File: config.mk
export PLATFORM = sky130hd
export DESIGN_NAME = latency_stats_monitor_unit
export DESIGN_NICKNAME = d
export VERILOG_FILES = /design/src/rtl/core/lsm_pkg.sv /design/src/rtl/core/lsm_mul.sv /design/src/rtl/core/lsm_div.sv /design/src/rtl/core/latency_stats_monitor_unit.sv
export SDC_FILE = /design/constraint.sdc
export NUM_CORES = 2
export LEC_CHECK = 0
export ABC_CLOCK_PERIOD_IN_PS = 7600
export BUFFER_PORTS_ARGS = -buffer_cell sky130_fd_sc_hd__buf_4
export CORE_MARGIN = 2
export CORE_UTILIZATION = 45
export CTS_CLUSTER_SIZE = 20
export DETAILED_ROUTE_END_ITERATION = 16
export SLEW_MARGIN = 20
export SYNTH_ARGS = -nofsm -noshare
export SYNTH_HDL_FRONTEND = slang
export SYNTH_HIERARCHICAL = 1
export SYNTH_SLANG_ARGS = --single-unit
File: constraint.sdc
create_clock -name i_clk -period 7.6 [get_ports i_clk]
set_input_delay 0.76 -clock i_clk [delete_from_list [all_inputs] [get_ports i_clk]]
set_output_delay 0.76 -clock i_clk [all_outputs]
set_load 0.005 [all_outputs]
File: src/rtl/core/lsm_pkg.sv
// shared types and constants of the latency statistics monitor
package lsm_pkg;

    localparam logic [31:0] COUNT_MAX        = 32'hFFFF_FFFF;
    localparam logic [31:0] MEAN_EXACT_LIMIT = 32'h0000_FFFF;
    localparam logic [31:0] MS_PER_SECOND    = 32'd1000;
    localparam logic [31:0] MIN_RESET        = 32'hFFFF_FFFF;

    // busy load: product at or above this gives a load above the cap
    localparam logic [31:0] BUSY_CAP_PROD    = 32'd1010000;
    // reciprocal of 10000 scaled by 2^34, exact for products below 2^20
    localparam logic [31:0] BUSY_RECIP       = 32'd1717987;
    localparam int          BUSY_SHIFT       = 34;
    localparam logic [6:0]  BUSY_CAP         = 7'd100;

    localparam logic [31:0] LAT_FREE         = 32'd1000;
    localparam logic [31:0] LAT_ZERO_SPAN    = 32'd10100;
    localparam logic [31:0] RATE_FULL        = 32'd1000;
    localparam logic [6:0]  LOAD_THRESHOLD   = 7'd80;
    localparam logic [6:0]  SCORE_FULL       = 7'd100;

    typedef struct packed {
        logic        start;
        logic [31:0] a;
        logic [31:0] b;
    } t_mul_req;

    typedef struct packed {
        logic        start;
        logic [31:0] dividend;
        logic [31:0] divisor;
    } t_div_req;

endpackage

File: src/rtl/core/lsm_mul.sv
// shared registered 32 x 32 multiplier with full 64-bit product
module lsm_mul
    import lsm_pkg::*;
(
    input  logic        i_clk,
    input  logic        i_rst_n,
    input  t_mul_req    i_req,
    output logic [63:0] o_prod,
    output logic        o_done
);

    logic [63:0] r_prod;
    logic        r_done;

    always_ff @(posedge i_clk) begin
        if (!i_rst_n) begin
            r_done <= 1'b0;
        end else begin
            r_done <= i_req.start;
        end
        if (i_req.start) begin
            r_prod <= {32'd0, i_req.a} * {32'd0, i_req.b};
        end
    end

    assign o_prod = r_prod;
    assign o_done = r_done;

endmodule

File: src/rtl/core/lsm_div.sv
// shared radix-2 restoring divider, one quotient bit per cycle
module lsm_div
    import lsm_pkg::*;
(
    input  logic        i_clk,
    input  logic        i_rst_n,
    input  t_div_req    i_req,
    output logic [31:0] o_quot,
    output logic        o_done
);

    logic [31:0] r_rem;
    logic [31:0] r_quo;
    logic [31:0] r_div;
    logic [4:0]  r_step;
    logic        r_busy;
    logic        r_done;
    logic [32:0] n_shift;
    logic [32:0] n_diff;

    always_comb begin
        n_shift = {r_rem, r_quo[31]};
        n_diff  = n_shift - {1'b0, r_div};
    end

    always_ff @(posedge i_clk) begin
        if (!i_rst_n) begin
            r_busy <= 1'b0;
            r_done <= 1'b0;
            r_step <= '0;
        end else begin
            r_done <= 1'b0;
            if (i_req.start) begin
                r_busy <= 1'b1;
                r_step <= '0;
            end else if (r_busy) begin
                r_step <= r_step + 5'd1;
                if (r_step == 5'd31) begin
                    r_busy <= 1'b0;
                    r_done <= 1'b1;
                end
            end
        end
        if (i_req.start) begin
            r_rem <= '0;
            r_quo <= i_req.dividend;
            r_div <= i_req.divisor;
        end else if (r_busy) begin
            if (!n_diff[32]) begin
                r_rem <= n_diff[31:0];
                r_quo <= {r_quo[30:0], 1'b1};
            end else begin
                r_rem <= n_shift[31:0];
                r_quo <= {r_quo[30:0], 1'b0};
            end
        end
    end

    assign o_quot = r_quo;
    assign o_done = r_done;

endmodule

File: src/rtl/core/latency_stats_monitor_unit.sv
// latency statistics monitor top level: sequencer, statistics and result register
//
// s_axis carries one request per completed operation: its latency in
// microseconds and the current millisecond time. For every request one
// result leaves on m_axis: count, min, max, mean, operations per second,
// busy percent and health score.
// a request is worked through the sequencer steps up to a valid result, with the
// two divisions (mean, rate) on the shared divider and passes through the shared
// multiplier; a skipped mean or rate division (first item, weighted mean, zero
// elapsed time) also skips the multiplier pass before it, a zero busy load skips
// both busy passes and a capped one skips the reciprocal pass.
// s_axis_tready is high only while the sequencer is idle; a finished result
// waits in the output register while the next request is already taken.
// if the receiver stalls, the sequencer holds its last step until the
// output register is free.
// the start time is written on the cfg channel, always ready; the user
// writes it only while idle, which the block itself does not enforce.
// reset clears all statistics (min to all ones) and the start time.
module latency_stats_monitor_unit
    import lsm_pkg::*;
(
    input  logic         i_clk,
    input  logic         i_rst_n,
    input  logic         i_cfg_valid,
    output logic         o_cfg_ready,
    input  logic [31:0]  i_cfg_data,    // start_time
    input  logic         s_axis_tvalid,
    output logic         s_axis_tready,
    input  logic [63:0]  s_axis_tdata,  // latency_us, now_ms
    output logic         m_axis_tvalid,
    input  logic         m_axis_tready,
    // op_count, min_latency, max_latency, mean_latency, ops_per_second,
    // busy_percent, health_score
    output logic [175:0] m_axis_tdata
);

    typedef enum logic [3:0] {
        S_IDLE,
        S_UPDATE,
        S_MEAN_MUL,
        S_MEAN_DIV,
        S_RATE,
        S_RATE_MUL,
        S_RATE_DIV,
        S_BUSY,
        S_BUSY_MUL,
        S_BUSY_RCP,
        S_HEALTH1,
        S_HEALTH2
    } t_state;

    t_state       r_state;
    logic [31:0]  r_start;
    logic [31:0]  r_lat;
    logic [31:0]  r_now;
    logic [31:0]  r_count;
    logic [31:0]  r_min;
    logic [31:0]  r_max;
    logic [31:0]  r_mean;
    logic [31:0]  r_rate;
    logic [6:0]   r_busy;
    logic [6:0]   r_lat_s;
    logic [6:0]   r_rate_s;
    logic [6:0]   r_load_s;
    logic         r_m_tvalid;
    logic [175:0] r_m_tdata;
    t_mul_req     r_mul_req;
    t_div_req     r_div_req;

    logic [63:0]  mul_prod;
    logic         mul_done;
    logic [31:0]  div_quot;
    logic         div_done;

    logic [31:0]  n_count;
    logic [31:0]  n_wavg;
    logic [31:0]  n_elapsed;
    logic [31:0]  n_lat_d;
    logic [26:0]  n_lat_prod;
    logic [17:0]  n_rate_prod;
    logic [8:0]   n_total;
    logic [16:0]  n_health_prod;
    logic [6:0]   n_health;
    logic         n_out_free;

    lsm_mul u_mul (
        .i_clk   (i_clk),
        .i_rst_n (i_rst_n),
        .i_req   (r_mul_req),
        .o_prod  (mul_prod),
        .o_done  (mul_done)
    );

    lsm_div u_div (
        .i_clk   (i_clk),
        .i_rst_n (i_rst_n),
        .i_req   (r_div_req),
        .o_quot  (div_quot),
        .o_done  (div_done)
    );

    always_comb begin
        n_count       = (r_count != COUNT_MAX) ? r_count + 32'd1 : r_count;
        n_wavg        = {r_mean[27:0], 4'd0} - r_mean + r_lat;
        n_elapsed     = r_now - r_start;
        n_lat_d       = r_mean - LAT_FREE;
        n_lat_prod    = 27'(n_lat_d[13:0]) * 27'd5243;
        n_rate_prod   = 18'(r_rate[9:0]) * 18'd205;
        n_total       = 9'(r_lat_s) + 9'(r_rate_s) + 9'(r_load_s);
        n_health_prod = 17'(n_total) * 17'd171;
        n_health      = n_health_prod[15:9];
        n_out_free    = !r_m_tvalid || m_axis_tready;
    end

    always_ff @(posedge i_clk) begin
        if (!i_rst_n) begin
            r_state    <= S_IDLE;
            r_start    <= '0;
            r_count    <= '0;
            r_min      <= MIN_RESET;
            r_max      <= '0;
            r_mean     <= '0;
            r_rate     <= '0;
            r_busy     <= '0;
            r_m_tvalid <= 1'b0;
            r_mul_req  <= '0;
            r_div_req  <= '0;
        end else begin
            r_mul_req.start <= 1'b0;
            r_div_req.start <= 1'b0;
            if (i_cfg_valid) begin
                r_start <= i_cfg_data;
            end
            if (r_m_tvalid && m_axis_tready) begin
                r_m_tvalid <= 1'b0;
            end
            unique case (r_state)
                S_IDLE: begin
                    if (s_axis_tvalid) begin
                        r_lat   <= s_axis_tdata[31:0];
                        r_now   <= s_axis_tdata[63:32];
                        r_state <= S_UPDATE;
                    end
                end
                S_UPDATE: begin
                    r_count <= n_count;
                    if (r_lat < r_min) begin
                        r_min <= r_lat;
                    end
                    if (r_lat > r_max) begin
                        r_max <= r_lat;
                    end
                    if (n_count == 32'd1) begin
                        r_mean  <= r_lat;
                        r_state <= S_RATE;
                    end else if (n_count > MEAN_EXACT_LIMIT) begin
                        r_mean  <= {4'd0, n_wavg[31:4]};
                        r_state <= S_RATE;
                    end else begin
                        r_mul_req <= '{start: 1'b1, a: r_mean, b: r_count};
                        r_state   <= S_MEAN_MUL;
                    end
                end
                S_MEAN_MUL: begin
                    if (mul_done) begin
                        r_div_req <= '{start: 1'b1, dividend: mul_prod[31:0] + r_lat,
                                       divisor: r_count};
                        r_state   <= S_MEAN_DIV;
                    end
                end
                S_MEAN_DIV: begin
                    if (div_done) begin
                        r_mean  <= div_quot;
                        r_state <= S_RATE;
                    end
                end
                S_RATE: begin
                    if (n_elapsed != 32'd0) begin
                        r_mul_req <= '{start: 1'b1, a: r_count, b: MS_PER_SECOND};
                        r_state   <= S_RATE_MUL;
                    end else begin
                        r_state <= S_BUSY;
                    end
                end
                S_RATE_MUL: begin
                    if (mul_done) begin
                        r_div_req <= '{start: 1'b1, dividend: mul_prod[31:0],
                                       divisor: n_elapsed};
                        r_state   <= S_RATE_DIV;
                    end
                end
                S_RATE_DIV: begin
                    if (div_done) begin
                        r_rate  <= div_quot;
                        r_state <= S_BUSY;
                    end
                end
                S_BUSY: begin
                    if (r_mean != 32'd0 && r_rate != 32'd0) begin
                        r_mul_req <= '{start: 1'b1, a: r_mean, b: r_rate};
                        r_state   <= S_BUSY_MUL;
                    end else begin
                        r_state <= S_HEALTH1;
                    end
                end
                S_BUSY_MUL: begin
                    if (mul_done) begin
                        if (mul_prod[31:0] >= BUSY_CAP_PROD) begin
                            r_busy  <= BUSY_CAP;
                            r_state <= S_HEALTH1;
                        end else begin
                            r_mul_req <= '{start: 1'b1, a: mul_prod[31:0], b: BUSY_RECIP};
                            r_state   <= S_BUSY_RCP;
                        end
                    end
                end
                S_BUSY_RCP: begin
                    if (mul_done) begin
                        r_busy  <= mul_prod[BUSY_SHIFT+6:BUSY_SHIFT];
                        r_state <= S_HEALTH1;
                    end
                end
                S_HEALTH1: begin
                    if (r_mean <= LAT_FREE) begin
                        r_lat_s <= SCORE_FULL;
                    end else if (n_lat_d >= LAT_ZERO_SPAN) begin
                        r_lat_s <= '0;
                    end else begin
                        r_lat_s <= SCORE_FULL - n_lat_prod[25:19];
                    end
                    if (r_rate > RATE_FULL) begin
                        r_rate_s <= SCORE_FULL;
                    end else begin
                        r_rate_s <= n_rate_prod[17:11];
                    end
                    if (r_busy < LOAD_THRESHOLD) begin
                        r_load_s <= SCORE_FULL;
                    end else begin
                        r_load_s <= SCORE_FULL - r_busy;
                    end
                    r_state <= S_HEALTH2;
                end
                S_HEALTH2: begin
                    if (n_out_free) begin
                        r_m_tvalid <= 1'b1;
                        r_m_tdata  <= {2'd0, n_health, r_busy, r_rate, r_mean,
                                       r_max, r_min, r_count};
                        r_state    <= S_IDLE;
                    end
                end
                default: begin
                    r_state <= S_IDLE;
                end
            endcase
        end
    end

    assign o_cfg_ready   = 1'b1;
    assign s_axis_tready = (r_state == S_IDLE);
    assign m_axis_tvalid = r_m_tvalid;
    assign m_axis_tdata  = r_m_tdata;

    a_min_le_max: assert property (@(posedge i_clk) disable iff (!i_rst_n)
        m_axis_tvalid |-> (m_axis_tdata[63:32] <= m_axis_tdata[95:64]))
        else $error("min latency above max latency");

    a_scores_capped: assert property (@(posedge i_clk) disable iff (!i_rst_n)
        m_axis_tvalid |-> (m_axis_tdata[166:160] <= BUSY_CAP
                           && m_axis_tdata[173:167] <= SCORE_FULL))
        else $error("busy or health above 100");

    a_count_after_update: assert property (@(posedge i_clk) disable iff (!i_rst_n)
        (r_state == S_UPDATE) |=> (r_count != 32'd0))
        else $error("count zero after an update");

    a_div_nonzero: assert property (@(posedge i_clk) disable iff (!i_rst_n)
        r_div_req.start |-> (r_div_req.divisor != 32'd0))
        else $error("division by zero started");

    a_units_exclusive: assert property (@(posedge i_clk) disable iff (!i_rst_n)
        !(mul_done && div_done))
        else $error("multiplier and divider finished together");

endmodule

==> implementation parameters <==
Parameter                              Value

Clock network
  Number of buffers created by CTS    86
  Worst-skew pair later-pin latency    0.74 ns
  H-Tree Level Count    3
  Longest Clk Path Bufs    3
  Cts-stage hold buffer count    0
  Register clock-pin slew on the reported worst setup and hold paths    0.06 ns
  CTS tree    yes
  Clock Root Buffer    sky130_fd_sc_hd__clkbuf_16
  Number of sinks handled by clock tree synthesis    736

STA
  Final number of max-transition violations    0
  Worst Tran Pin Value    1.16 ns
  Highest Clock Rate    between 100 and 150 MHz
  Hold violation count in the final report    0
  Worst-case headroom to the max-slew limit    0.224
  Setup total negative slack    0 ns
  Final critical-path share of the clock period    0.962
  Final hold slack    0.189 ns
  Clock period minus worst slack    7.31 ns
  RSZ-0062 raised after global routing    no
  Final setup violation count    0
  Maximum clock skew at final layout    approximately 0.081 ns

Min path
  HP Class    in2reg
  Number of instances on the worst hold path    1
  Startpoint of the lowest-slack hold path    s_axis_tdata[26]
  Destination of the worst hold path    r_lat[26]

Final layout
  Area of all placed cells without fillers    0.0752 mm2
  Final design utilization    0.503
  Number of fillers in the final layout    between 10000 and 15000
  # nets final    8646
  Proportion of layout cells with a drive suffix above 1    0.103
  Post-synthesis to final-layout area growth    11.2%

Drt
  Number of nets still failing antenna checks after routing    0
  Post-DR vias/cell    5.49
  Routed length per placed instance    22.5 um
  Detailed-router iteration count before antenna repair    6
  Number of remaining DRC errors    0
  Via count    between 50000 and 60000
  Detailed router's first-iteration violation count    4417
  Total detailed-routing wirelength    between 200 and 250 mm

Critical path
  Arrival time worst endpoint    7.74 ns
  Crit path capture type    flop
  Launching element type of the critical path    flop
  Capture instance of the worst register-to-register path    u_mul/o_prod[38]
  Cell count of the worst reg-to-reg path    24
  Highest net fanout along the worst path    10
  Worst reg2reg path startpoint    r_mul_req[38]
  Flop2flop setup slack    0.29 ns
  Crit path required time    8.03 ns
  Critical path class    reg2reg

Power and ir drop
  Maximum VDD drop    1570 uV
  Static leakage power    34.2 nW
  Cell area power density    approximately 360 mW/mm2

Global routing
  Antenna violations before repair    15
  Met2 demand-to-capacity share in global routing    0.413
  Vias in the first global route    roughly 50000
  First-pass GRT wire length    approximately 320 mm
  Maximum number of pins on one net before global-route repair    ~120
  Global routing met1 resource utilization    0.390
  Met3 Resource Use GR    0.0561
  Remaining global-route overflow    0
  GRT Total Usage    0.273
  Peak-usage layer in the global routing report    met2

Die
  Floorplan die area    0.153 mm2
  Width of the die    392 um
  Initial Util    0.452
  Die Ht    a little under 400 um
  I/O pins    280
  Number of placement rows    between 100 and 150
  Placeable core region    0.149 mm2

Synth
  Mean area per synthesized cell    9.61 um2
  Mapped Area    0.0676 mm2
  Synth warn    6
  Number of cells produced by synthesis    7037

Placement
  Placed Instance Area    between 0.07 and 0.08 mm2
  Post-detail-place hpwl    167 mm
  Global placer's final weighted congestion    0.965
  Number of buffers added on ports    276

Job
  Number of violations of the max-capacitance limit    0

Status
  Outcome    finished clean
-- layout make-up --
| type | count | area, um2 | share of cell area |
|---|---|---|---|
| multi-input cells | 4768 | 43500 | 0.578 |
| flip-flops and latches | 736 | 18400 | 0.245 |
| inverters | 1132 | 4260 | 0.0566 |
| repair buffers | 469 | 3580 | 0.0477 |
| well taps | 2016 | 2520 | 0.0335 |
| clock buffers | 113 | 2360 | 0.0314 |
| clock inverters | 49 | 618 | 0.00822 |
| diodes | 3 | 7.51 | 0.0000998 |
-- per-stage QoR --
stage	std cells	worst slack, ns	power (mW)
detailed placement	9121	0.174	22.8
finish	9286	0.287	27.2
global placement	9121	0.196	22.3
CTS	9283	0.100	27.3
floorplan	7038	0.566	18.6
global route	9285	0.00442	30.1
-- registers in the layout, summed over array words and instances, names as in the netlist, 4 cells and up --
register / count
m_axis_tdata: 174
r_busy: 7
r_count: 32
r_div_req: 65
r_lat: 32
r_lat_s: 7
r_load_s: 7
r_max: 32
r_mean: 32
r_min: 32
r_mul_req: 65
r_now: 32
r_rate: 32
r_rate_s: 7
r_start: 32
r_state: 4
u_div/o_quot: 32
u_div/r_div: 32
u_div/r_rem: 32
u_div/r_step: 5
u_mul/o_prod: 39
-- timing repair --
item	CTS	global route
gates resized for setup	0	27
buffers inserted	0	0
setup endpoints to repair	0	7
-- cells in the final DEF, fill, tap and decap left out, drive strengths merged, types with 24 or more instances in the layout --
cell type / count
inv: 1135
fa: 797
nand2: 743
ha: 555
and2: 481
buf: 469
dfxtp: 374
edfxtp: 362
nor2: 316
a21oi: 292
o21ai: 204
xnor2: 130
clkbuf: 113
a21o: 87
xor2: 84
mux2i: 82
o211ai: 75
nand3: 74
nor3: 67
nand4: 56
a22oi: 54
o21a: 47
nor4: 41
nor2b: 39
a221o: 37
a211oi: 36
mux2: 35
and3: 34
clkinv: 33
a31oi: 30
a311oi: 30
nand2b: 28
a221oi: 25
o21bai: 24
-- critical path: stages (launching register included) --
cell	delay, ns
sky130_fd_sc_hd__dfxtp_1	0.52
sky130_fd_sc_hd__buf_4	0.26
sky130_fd_sc_hd__buf_4	0.21
sky130_fd_sc_hd__and2_1	0.18
sky130_fd_sc_hd__fa_1	0.18
sky130_fd_sc_hd__inv_1	0.05
sky130_fd_sc_hd__fa_1	0.50
sky130_fd_sc_hd__inv_1	0.06
sky130_fd_sc_hd__fa_1	0.54
sky130_fd_sc_hd__inv_1	0.08
sky130_fd_sc_hd__fa_1	0.53
sky130_fd_sc_hd__inv_1	0.05
sky130_fd_sc_hd__fa_1	0.56
sky130_fd_sc_hd__fa_1	0.48
sky130_fd_sc_hd__fa_1	0.52
sky130_fd_sc_hd__fa_1	0.43
sky130_fd_sc_hd__ha_1	0.31
sky130_fd_sc_hd__a21oi_1	0.21
sky130_fd_sc_hd__o21ai_0	0.17
sky130_fd_sc_hd__or2_1	0.28
sky130_fd_sc_hd__a2111oi_0	0.38
sky130_fd_sc_hd__nor2_1	0.14
sky130_fd_sc_hd__a21oi_1	0.17
sky130_fd_sc_hd__o31ai_1	0.09
sky130_fd_sc_hd__xor2_1	0.15
-- how the worst max path moves through the flow --
stage | cells after the start | start | end
final | 24 | r_mul_req[38] | u_mul/o_prod[38]
after global routing | 24 | r_mul_req[38] | u_mul/o_prod[38]
after CTS | 23 | r_mul_req[8] | u_mul/o_prod[39]
after detailed placement | 23 | r_mul_req[8] | u_mul/o_prod[39]
after global placement | 23 | r_mul_req[8] | u_mul/o_prod[39]
after floorplan | 25 | r_mul_req[5] | u_mul/o_prod[39]
-- metal layers --
metal	vias to the layer above	wire length [um]
met4	8	8010
met3	326	16900
met1	25500	92400
met2	1829	91300
met5	-	50
li1	23300	-
-- power by group --
group	switching (mW)	internal [mW]	leakage, nW
clock network	1.89	2.50	1.44
logic	9.92	7.60	26.4
registers	0.642	4.65	6.38
total	12.4	14.7	34.2
Power figures use the tool's default switching activity.
